<file path="src/sv/cookie_value_extractor_assert.svh">
// Assertion macros shared by the cookie value extractor RTL.
// Expects signals named clk and rst in the scope of each use.
`ifndef COOKIE_VALUE_EXTRACTOR_ASSERT_SVH
`define COOKIE_VALUE_EXTRACTOR_ASSERT_SVH

// Same-cycle implication, masked while reset is high
`define CVE_ASSERT_IMPLY(lbl, cond, prop, msg) \
  lbl: assert property (@(posedge clk) disable iff (rst) (cond) |-> (prop)) \
    else $error(msg);

// Next-cycle implication, masked while reset is high
`define CVE_ASSERT_NEXT(lbl, cond, prop, msg) \
  lbl: assert property (@(posedge clk) disable iff (rst) (cond) |=> (prop)) \
    else $error(msg);

`endif

</file>
<file path="src/sv/cve_pkg.sv">
// Package for the cookie value extractor: widths, register indexes,
// character codes and the types passed between its modules. No dependencies.
`default_nettype none

package cve_pkg;

  // Configuration port
  localparam int CFG_IDX_W  = 3;
  localparam int CFG_DATA_W = 64;
  localparam int NAME_LEN_W = 6;
  localparam int CAP_W      = 9;
  localparam int CAP_MAX    = 256;
  localparam int NAME_REG_BYTES = 8;

  localparam int DEF_MAX_NAME_BYTES = 32;

  // Register indexes
  localparam logic [CFG_IDX_W-1:0] REG_NAME_BYTES_0    = 3'd0;
  localparam logic [CFG_IDX_W-1:0] REG_NAME_BYTES_1    = 3'd1;
  localparam logic [CFG_IDX_W-1:0] REG_NAME_BYTES_2    = 3'd2;
  localparam logic [CFG_IDX_W-1:0] REG_NAME_BYTES_3    = 3'd3;
  localparam logic [CFG_IDX_W-1:0] REG_NAME_LENGTH     = 3'd4;
  localparam logic [CFG_IDX_W-1:0] REG_OUTPUT_CAPACITY = 3'd5;

  // Character codes
  localparam logic [7:0] CH_SEMI  = 8'h3B;
  localparam logic [7:0] CH_EQUAL = 8'h3D;
  localparam logic [7:0] CH_SPACE = 8'h20;
  localparam logic [7:0] CH_TAB   = 8'h09;

  // Clamped settings seen by the scanner
  typedef struct packed {
    logic [NAME_LEN_W-1:0] name_count;
    logic [CAP_W-1:0]      capacity;
  } scan_cfg_t;

  // One result beat
  typedef struct packed {
    logic       value_valid;
    logic [7:0] value_byte;
    logic       done_res;
    logic       found;
  } result_t;

endpackage

`default_nettype wire

</file>
<file path="src/sv/cve_if.sv">
// Stream interfaces of the cookie value extractor: text bytes in, results out.
// Depends on nothing.
`default_nettype none

interface cve_in_if;
  logic       valid;
  logic       ready;
  logic [7:0] char_byte;
  logic       end_of_text;

  modport source (output valid, output char_byte, output end_of_text, input ready);
  modport sink   (input valid, input char_byte, input end_of_text, output ready);
endinterface

interface cve_out_if;
  logic       valid;
  logic       ready;
  logic       value_valid;
  logic [7:0] value_byte;
  logic       done_res;
  logic       found;

  modport source (output valid, output value_valid, output value_byte,
                  output done_res, output found, input ready);
  modport sink   (input valid, input value_valid, input value_byte,
                  input done_res, input found, output ready);
endinterface

`default_nettype wire

</file>
<file path="src/sv/cve_cfg.sv">
// Configuration registers: search name bytes, name length, output capacity.
// Depends on cve_pkg.
`default_nettype none

module cve_cfg
  import cve_pkg::*;
#(
  parameter int MAX_NAME_BYTES = DEF_MAX_NAME_BYTES
) (
  input  wire logic                  clk,
  input  wire logic                  rst,
  input  wire logic                  cfg_wr_en,
  input  wire logic [CFG_IDX_W-1:0]  cfg_index,
  input  wire logic [CFG_DATA_W-1:0] cfg_wr_data,
  output logic [MAX_NAME_BYTES-1:0][7:0] name_bytes,
  output scan_cfg_t                  scan_cfg
);

  logic [NAME_LEN_W-1:0] name_length;
  logic [CAP_W-1:0]      output_capacity;

  // Name bytes: byte b lives in register b/8, lane b%8
  for (genvar b = 0; b < MAX_NAME_BYTES; b++) begin : g_name
    localparam int RegSel = b / NAME_REG_BYTES;
    localparam int Lane   = b % NAME_REG_BYTES;
    always_ff @(posedge clk) begin
      if (rst) begin
        name_bytes[b] <= '0;
      end else if (cfg_wr_en &&
                   cfg_index == REG_NAME_BYTES_0 + CFG_IDX_W'(RegSel)) begin
        name_bytes[b] <= cfg_wr_data[Lane*8 +: 8];
      end
    end
  end

  // Length and capacity
  always_ff @(posedge clk) begin
    if (rst) begin
      name_length     <= '0;
      output_capacity <= CAP_W'(CAP_MAX);
    end else if (cfg_wr_en) begin
      if (cfg_index == REG_NAME_LENGTH) begin
        name_length <= cfg_wr_data[NAME_LEN_W-1:0];
      end
      if (cfg_index == REG_OUTPUT_CAPACITY) begin
        output_capacity <= cfg_wr_data[CAP_W-1:0];
      end
    end
  end

  // Clamp to the supported ranges
  always_comb begin
    scan_cfg.name_count = (name_length > NAME_LEN_W'(MAX_NAME_BYTES)) ?
                          NAME_LEN_W'(MAX_NAME_BYTES) : name_length;
    scan_cfg.capacity = (output_capacity > CAP_W'(CAP_MAX)) ?
                        CAP_W'(CAP_MAX) : output_capacity;
  end

endmodule

`default_nettype wire

</file>
<file path="src/sv/cve_scan.sv">
// Cookie scanner: mode, name index and value count, with the result register.
// Depends on cve_pkg.
`default_nettype none

module cve_scan
  import cve_pkg::*;
#(
  parameter int MAX_NAME_BYTES = DEF_MAX_NAME_BYTES
) (
  input  wire logic                          clk,
  input  wire logic                          rst,
  input  wire logic [MAX_NAME_BYTES-1:0][7:0] name_bytes,
  input  wire scan_cfg_t                     scan_cfg,
  input  wire logic                          beat_valid,
  input  wire logic [7:0]                    beat_char,
  input  wire logic                          beat_eot,
  output logic                               consume,
  output logic                               res_valid,
  input  wire logic                          res_ready,
  output result_t                            res
);

  localparam int NIDX_W = $clog2(MAX_NAME_BYTES + 1);
  localparam int IDX_W  = (MAX_NAME_BYTES > 1) ? $clog2(MAX_NAME_BYTES) : 1;

  typedef enum logic [2:0] {
    MODE_SKIPWS,
    MODE_NAME,
    MODE_SKIPSEMI,
    MODE_VALUE,
    MODE_DONE
  } mode_t;

  mode_t             mode, mode_next;
  logic [NIDX_W-1:0] name_index, name_index_next;
  logic [7:0]        value_count, value_count_next;
  result_t           res_next;

  logic [NIDX_W-1:0] name_end;
  logic [NIDX_W-1:0] cmp_idx;
  logic [7:0]        want_byte;
  logic              is_blank, is_semi, name_full, cmp_hit, start_value;

  assign consume = beat_valid && (!res_valid || res_ready);

  // Name compare against the current name position
  always_comb begin
    name_end    = NIDX_W'(scan_cfg.name_count);
    cmp_idx     = (mode == MODE_NAME) ? name_index : '0;
    want_byte   = name_bytes[cmp_idx[IDX_W-1:0]];
    is_blank    = (beat_char == CH_SPACE) || (beat_char == CH_TAB);
    is_semi     = (beat_char == CH_SEMI);
    name_full   = (cmp_idx >= name_end);
    start_value = name_full && (beat_char == CH_EQUAL) && (scan_cfg.capacity != '0);
    cmp_hit     = !name_full && (beat_char == want_byte);
  end

  // Next state and result
  always_comb begin
    mode_next        = mode;
    name_index_next  = name_index;
    value_count_next = value_count;
    res_next         = '0;
    if (beat_eot) begin
      if (mode != MODE_DONE) begin
        res_next.done_res = 1'b1;
        res_next.found    = (mode == MODE_VALUE);
      end
      mode_next        = MODE_SKIPWS;
      name_index_next  = '0;
      value_count_next = '0;
    end else begin
      unique case (mode) inside
        MODE_SKIPWS, MODE_NAME: begin
          if (mode == MODE_NAME || !is_blank) begin
            if (start_value) begin
              mode_next        = MODE_VALUE;
              value_count_next = '0;
              name_index_next  = '0;
            end else if (cmp_hit) begin
              mode_next       = MODE_NAME;
              name_index_next = cmp_idx + NIDX_W'(1);
            end else begin
              mode_next       = is_semi ? MODE_SKIPWS : MODE_SKIPSEMI;
              name_index_next = '0;
            end
          end
        end
        MODE_SKIPSEMI: begin
          if (is_semi) mode_next = MODE_SKIPWS;
        end
        MODE_VALUE: begin
          if (is_semi) begin
            res_next.done_res = 1'b1;
            res_next.found    = 1'b1;
            mode_next         = MODE_DONE;
          end else if ({1'b0, value_count} + CAP_W'(1) < scan_cfg.capacity) begin
            res_next.value_valid = 1'b1;
            res_next.value_byte  = beat_char;
            value_count_next     = value_count + 8'd1;
          end
        end
        MODE_DONE: begin
        end
        default: begin
          mode_next       = MODE_SKIPWS;
          name_index_next = '0;
        end
      endcase
    end
  end

  // State and result register
  always_ff @(posedge clk) begin
    if (rst) begin
      mode        <= MODE_SKIPWS;
      name_index  <= '0;
      value_count <= '0;
      res_valid   <= 1'b0;
    end else if (consume) begin
      mode        <= mode_next;
      name_index  <= name_index_next;
      value_count <= value_count_next;
      res_valid   <= 1'b1;
      res         <= res_next;
    end else if (res_ready) begin
      res_valid   <= 1'b0;
    end
  end

endmodule

`default_nettype wire

</file>
<file path="src/sv/cookie_value_extractor.sv">
// Top level of the cookie value extractor: input register, config, scanner.
// Depends on cve_pkg, cve_if, cve_cfg, cve_scan and the assertion header.
//
//   channel   dir  handshake        beat
//   in_ch     in   valid / ready    char_byte, end_of_text
//   out_ch    out  valid / ready    value_valid, value_byte, done_res, found
//   cfg       in   cfg_wr_en only   cfg_index, cfg_wr_data
//
// One text byte per cycle sustained while out_ch is ready; every beat gives exactly one result beat.
// Path: an input register, then the scan and result register.
// The input register takes one more beat while a result waits on out_ch.
// Synchronous reset clears scan state, configuration and both valid flags.
`default_nettype none
`include "cookie_value_extractor_assert.svh"

module cookie_value_extractor
  import cve_pkg::*;
#(
  parameter int MAX_NAME_BYTES = DEF_MAX_NAME_BYTES
) (
  input  wire logic                  clk,
  input  wire logic                  rst,
  cve_in_if.sink                     in_ch,
  cve_out_if.source                  out_ch,
  input  wire logic                  cfg_wr_en,
  input  wire logic [CFG_IDX_W-1:0]  cfg_index,
  input  wire logic [CFG_DATA_W-1:0] cfg_wr_data
);

  logic [MAX_NAME_BYTES-1:0][7:0] name_bytes;
  scan_cfg_t scan_cfg;

  logic       in_q_valid;
  logic [7:0] in_q_char;
  logic       in_q_eot;
  logic       consume;
  logic       res_valid;
  result_t    res;

  // Input register
  assign in_ch.ready = !in_q_valid || consume;

  always_ff @(posedge clk) begin
    if (rst) begin
      in_q_valid <= 1'b0;
    end else if (in_ch.valid && in_ch.ready) begin
      in_q_valid <= 1'b1;
      in_q_char  <= in_ch.char_byte;
      in_q_eot   <= in_ch.end_of_text;
    end else if (consume) begin
      in_q_valid <= 1'b0;
    end
  end

  cve_cfg #(
    .MAX_NAME_BYTES (MAX_NAME_BYTES)
  ) u_cfg (
    .clk         (clk),
    .rst         (rst),
    .cfg_wr_en   (cfg_wr_en),
    .cfg_index   (cfg_index),
    .cfg_wr_data (cfg_wr_data),
    .name_bytes  (name_bytes),
    .scan_cfg    (scan_cfg)
  );

  cve_scan #(
    .MAX_NAME_BYTES (MAX_NAME_BYTES)
  ) u_scan (
    .clk        (clk),
    .rst        (rst),
    .name_bytes (name_bytes),
    .scan_cfg   (scan_cfg),
    .beat_valid (in_q_valid),
    .beat_char  (in_q_char),
    .beat_eot   (in_q_eot),
    .consume    (consume),
    .res_valid  (res_valid),
    .res_ready  (out_ch.ready),
    .res        (res)
  );

  // Result channel
  assign out_ch.valid       = res_valid;
  assign out_ch.value_valid = res.value_valid;
  assign out_ch.value_byte  = res.value_byte;
  assign out_ch.done_res    = res.done_res;
  assign out_ch.found       = res.found;

  // Checks
  `CVE_ASSERT_IMPLY(a_found_with_done, out_ch.valid && out_ch.found,
                    out_ch.done_res, "found raised without done")
  `CVE_ASSERT_IMPLY(a_done_no_byte, out_ch.valid && out_ch.done_res,
                    !out_ch.value_valid, "value byte on the done beat")
  `CVE_ASSERT_IMPLY(a_full_accept, in_ch.valid && in_ch.ready && in_q_valid,
                    consume, "beat accepted over a held input")
  `CVE_ASSERT_NEXT(a_held_input, in_q_valid && !consume,
                   in_q_valid, "held input beat dropped")

endmodule

`default_nettype wire

</file>
<file path="src/flat_wrapper.sv">
// flat-port wrapper written by rule: the top's interface ports become plain ports
module cookie_value_extractor_flat import cve_pkg::*;
#(
  parameter int MAX_NAME_BYTES = DEF_MAX_NAME_BYTES
)
  (clk, rst, cfg_wr_en, cfg_index, cfg_wr_data, in_ch_valid, in_ch_char_byte, in_ch_end_of_text, in_ch_ready, out_ch_valid, out_ch_value_valid, out_ch_value_byte, out_ch_done_res, out_ch_found, out_ch_ready);
  cve_in_if in_ch_i ();
  cve_out_if out_ch_i ();
  input  wire logic clk;
  input  wire logic rst;
  input  wire logic cfg_wr_en;
  input  wire logic [CFG_IDX_W-1:0] cfg_index;
  input  wire logic [CFG_DATA_W-1:0] cfg_wr_data;
  input wire logic [$bits(in_ch_i.valid)-1:0] in_ch_valid;
  input wire logic [$bits(in_ch_i.char_byte)-1:0] in_ch_char_byte;
  input wire logic [$bits(in_ch_i.end_of_text)-1:0] in_ch_end_of_text;
  output wire logic [$bits(in_ch_i.ready)-1:0] in_ch_ready;
  output wire logic [$bits(out_ch_i.valid)-1:0] out_ch_valid;
  output wire logic [$bits(out_ch_i.value_valid)-1:0] out_ch_value_valid;
  output wire logic [$bits(out_ch_i.value_byte)-1:0] out_ch_value_byte;
  output wire logic [$bits(out_ch_i.done_res)-1:0] out_ch_done_res;
  output wire logic [$bits(out_ch_i.found)-1:0] out_ch_found;
  input wire logic [$bits(out_ch_i.ready)-1:0] out_ch_ready;
  assign in_ch_i.valid = in_ch_valid;
  assign in_ch_i.char_byte = in_ch_char_byte;
  assign in_ch_i.end_of_text = in_ch_end_of_text;
  assign in_ch_ready = in_ch_i.ready;
  assign out_ch_valid = out_ch_i.valid;
  assign out_ch_value_valid = out_ch_i.value_valid;
  assign out_ch_value_byte = out_ch_i.value_byte;
  assign out_ch_done_res = out_ch_i.done_res;
  assign out_ch_found = out_ch_i.found;
  assign out_ch_i.ready = out_ch_ready;
  cookie_value_extractor #(.MAX_NAME_BYTES(MAX_NAME_BYTES)) u_core (.clk(clk), .rst(rst), .in_ch(in_ch_i), .out_ch(out_ch_i), .cfg_wr_en(cfg_wr_en), .cfg_index(cfg_index), .cfg_wr_data(cfg_wr_data));
endmodule
</file>
<file path="config.mk">
export PLATFORM = sky130hd
export DESIGN_NAME = cookie_value_extractor_flat
export DESIGN_NICKNAME = d
export VERILOG_FILES = /design/src/sv/cve_pkg.sv /design/src/sv/cve_if.sv /design/src/sv/cve_cfg.sv /design/src/sv/cve_scan.sv /design/src/sv/cookie_value_extractor.sv /design/src/flat_wrapper.sv
export VERILOG_INCLUDE_DIRS = /design/src /design/src/sv
export SDC_FILE = /design/constraint.sdc
export NUM_CORES = 1
export LEC_CHECK = 0
export BUFFER_PORTS_ARGS = -buffer_cell sky130_fd_sc_hd__clkbuf_2
export CAP_MARGIN = 20
export CORE_ASPECT_RATIO = 1.1
export CORE_MARGIN = 1
export CORE_UTILIZATION = 47
export DETAILED_ROUTE_END_ITERATION = 7
export SLEW_MARGIN = 30
export SYNTH_ARGS = -nofsm -noshare
export SYNTH_HDL_FRONTEND = slang
export SYNTH_SLANG_ARGS = --single-unit
</file>
<file path="constraint.sdc">
create_clock -name clk -period 6.78 [get_ports clk]
set_clock_uncertainty 0.2 [all_clocks]
set_input_delay 2.034 -clock clk [delete_from_list [all_inputs] [get_ports clk]]
set_output_delay 2.034 -clock clk [all_outputs]
set_load 0.01 [all_outputs]
</file>
==> impl_results.md <==
- Worst path max stage delay: 260 ps
- Commonest non-fill, non-tap cell in the layout: nand2_1
- R2R cell count: 11
- Status: finished, final reports clean
- Total number of vias: 12700
- P_leak: 5.47 nW
- Worst vdd ir: 0.181 mV
- CTS Buf Count: 36
- Fin worst setup slack: 1920 ps
- RSZ-0062 raised after global routing: false
- Fin cells: 2225
- Async set-or-reset flop fraction in the synthesized netlist: 0%
- Vias per inst: 5.71
- CTS tree: yes
- HPWL after DPL: 27700 um
- Rows: 66
- IO Pins: 94
- Max_slew headroom: 35.8%
- Internal: 3.10 mW
- Count of cell types in the netlist: 77
- GR Overflow Total: 0
- CP Data Arrival Time: 2630 ps
- Clock slew at reported path FFs: 60 ps
- Diode count: 0
- Endpoints failing setup: 0
- Largest net degree at the start of global routing: 151
- First-pass GRT wire length: 68000 um
- Post-CTS Setup Bufs: 0
- Hold path depth: 2
- Die height: 184 um
- CP most frequent cell: clkbuf_2
- Port bufs: 93
- Clock Root Buffer: clkbuf_16
- Die Area: 0.0308 sq mm
- Vias in the first global route: 12200
- Crit path launch type: input pin
- Period minus WS final: 4860 ps
- Critical Path RT: 4550 ps
- Clk sinks: 310
- CP max stage cell: nor2b_1
- Cell Pwr Density: 253 mW/mm^2
- Syn_nets: 1905
- Iter 0 DRT Violations: 1046
- Worst hold margin: 251 ps
- Worst Tran Pin Value: 962 ps
- Fin. Hold Viols: 0
- CTS max path bufs: 3
- Synth warn: 0
- Kind of critical path: in2out
- Die width: 167 um
- Seq cells post-synth: 310
- Hold Buf Count CTS: 0
- Max-cap violations: 0
- Layout cells sized above 1: 10.9%
- Pre-CTS setup slack: 1910 ps
- DR DRC count: 0
- Worst Setup End Kind: output port
- Placer Congestion: 0.885
- Commonest non-fill, non-tap cells in the layout: 575 x nand2_1, 311 x a21oi_1, 288 x dfxtp_1, 92 x clkbuf_2, 79 x nor2_1
- Post-route ant nets: 0
- Power share of the combinational group: 5.2%
- Tot Pwr: 4.04 mW
- Reg power frac: 47.2%
- Final period utilization: 71.7%
- Post-synth EDFFs: 20
- CTS HTree Levels: 2
- Post-synthesis cell area: 0.0141 sq mm
- HP Class: reg2reg
- Final Net Count: 1923
- Critical-path cell list: clkbuf_2 -> nor2b_1 -> nand2_1 -> clkbuf_2
- GRT Util Overall: 28.1%
- Crit Path Max Fanout: 5
- Sw frac: 23.2%
- Syn-to-layout area delta: 12.6%
- Wirelength per Cell: 19.6 um
- Share of the yosys chip area belonging to registers: 45.3%
- Post-Place Cells: 2161
- Syn avg cell area: 7.82 sq um
- Setup tns final: 0 ps
- Later-pin clock latency in the skew report: 520 ps
- Synth Flop Type: dfxtp_1
- Sw power: 938 uW
- Initial DRT Pass Iterations: 5
- Peak Freq: 206 MHz
- Power share of the clock group: 47.7%
- Initial antenna violation count: 0
- Initial Util: 47.8%
- Max-slew violations: 0
- Post-CTS Resized: 0
- Final wirelength: 43500 um
- Mapped Cells: 1808
- Core outline area: 0.0296 sq mm
[power groups by stage]
stage,combinational [mW],clock (mW),sequential [mW]
global route,0.228,2.03,1.91
detailed placement,0.206,0,1.94
finish,0.208,1.93,1.90
floorplan,0.116,0,1.94
CTS,0.207,1.95,1.90
global placement,0.202,0,1.94
[registers in the layout, summed over array words and instances (netlist names)]
name / flops
u_core.u_scan.res_valid: 1
u_core.in_q_valid: 1
u_core.u_scan.value_count: 8
u_core.u_scan.res: 11
u_core.in_q_char: 8
u_core.in_q_eot: 1
u_core.u_cfg.output_capacity: 9
u_core.u_cfg.name_length: 6
u_core.u_scan.name_index: 6
u_core.u_cfg.name_bytes: 256
u_core.u_scan.mode: 3
[cells by family after synthesis]
group	Yosys count	share of synthesized area, %
AND/OR/NAND/NOR	773	22.8
AO/OA/AOI/OAI	462	19.0
flip-flops	310	45.3
buffers and inverters	156	4.63
multiplexers	72	5.68
XOR/XNOR	19	1.18
adder cells (fa/ha/maj)	16	1.42
[Yosys cell counts (6+ instances only)]
library cell,instances,share of area (%)
dfxtp_1,290,41
buf_1,7,0.19
a22oi_1,12,0.64
nand2b_1,7,0.31
inv_1,19,0.50
o21ai_0,29,1.0
nand2_1,575,15
a22o_1,7,0.43
a221oi_1,18,1.1
buf_2,15,0.53
a2111oi_0,8,0.50
nor2b_1,8,0.35
ha_1,16,1.4
xnor2_1,12,0.74
a211oi_1,13,0.69
xor2_1,7,0.43
nor4_1,9,0.40
nand3_1,17,0.60
o21ai_1,6,0.21
nor3_1,21,0.74
o22ai_1,6,0.27
nand3b_1,7,0.37
and2_1,15,0.66
edfxtp_1,20,4.2
mux4_2,6,0.96
or3_1,11,0.49
nor2_1,81,2.2
clkbuf_1,103,2.7
mux2i_1,60,4.2
a21oi_1,311,11
[per-stage QoR]
step	cell area (sq um)	utilization [%]
final	15900	53.9
after global routing	15900	53.9
after CTS	15900	53.8
after detailed placement	14700	49.8
after global placement	14700	49.7
after floorplan	14100	-
[path summary, 6_finish.rpt]
kind,startpoint,end,slack (ps)
worst min-delay path,u_core.u_cfg.name_bytes[99],u_core.u_cfg.name_bytes[99],250
worst max-delay path,out_ch_ready,in_ch_ready,1920
worst min register to register,u_core.u_cfg.name_bytes[99],u_core.u_cfg.name_bytes[99],250
worst max register to register,u_core.u_scan.name_index[0],u_core.u_scan.name_index[5],2250
[metal layers]
metal	routed length (um)	share of wire [%]	global-route usage, %
met5	0	0	0
met4	1700	3.9	12.3
met3	2450	5.6	4.63
met2	20600	47	47.4
met1	18800	43	35.4
[layout make-up]
class | instances | area, sq um
Clock buffer | 52 | 1050
Clock inverter | 11 | 115
Fill cell | 2868 | 13600
Inverter | 23 | 91.3
Multi-Input combinational cell | 1342 | 7110
Sequential cell | 310 | 6410
Tap cell | 374 | 468
Timing Repair Buffer | 113 | 677
[critical path: cells and delay by family]
kind	cells	cell delay [ps]
and+or+nand+nor	2	380
buffers and inverters	2	220
No activity file was read; power rests on OpenSTA's default activity.
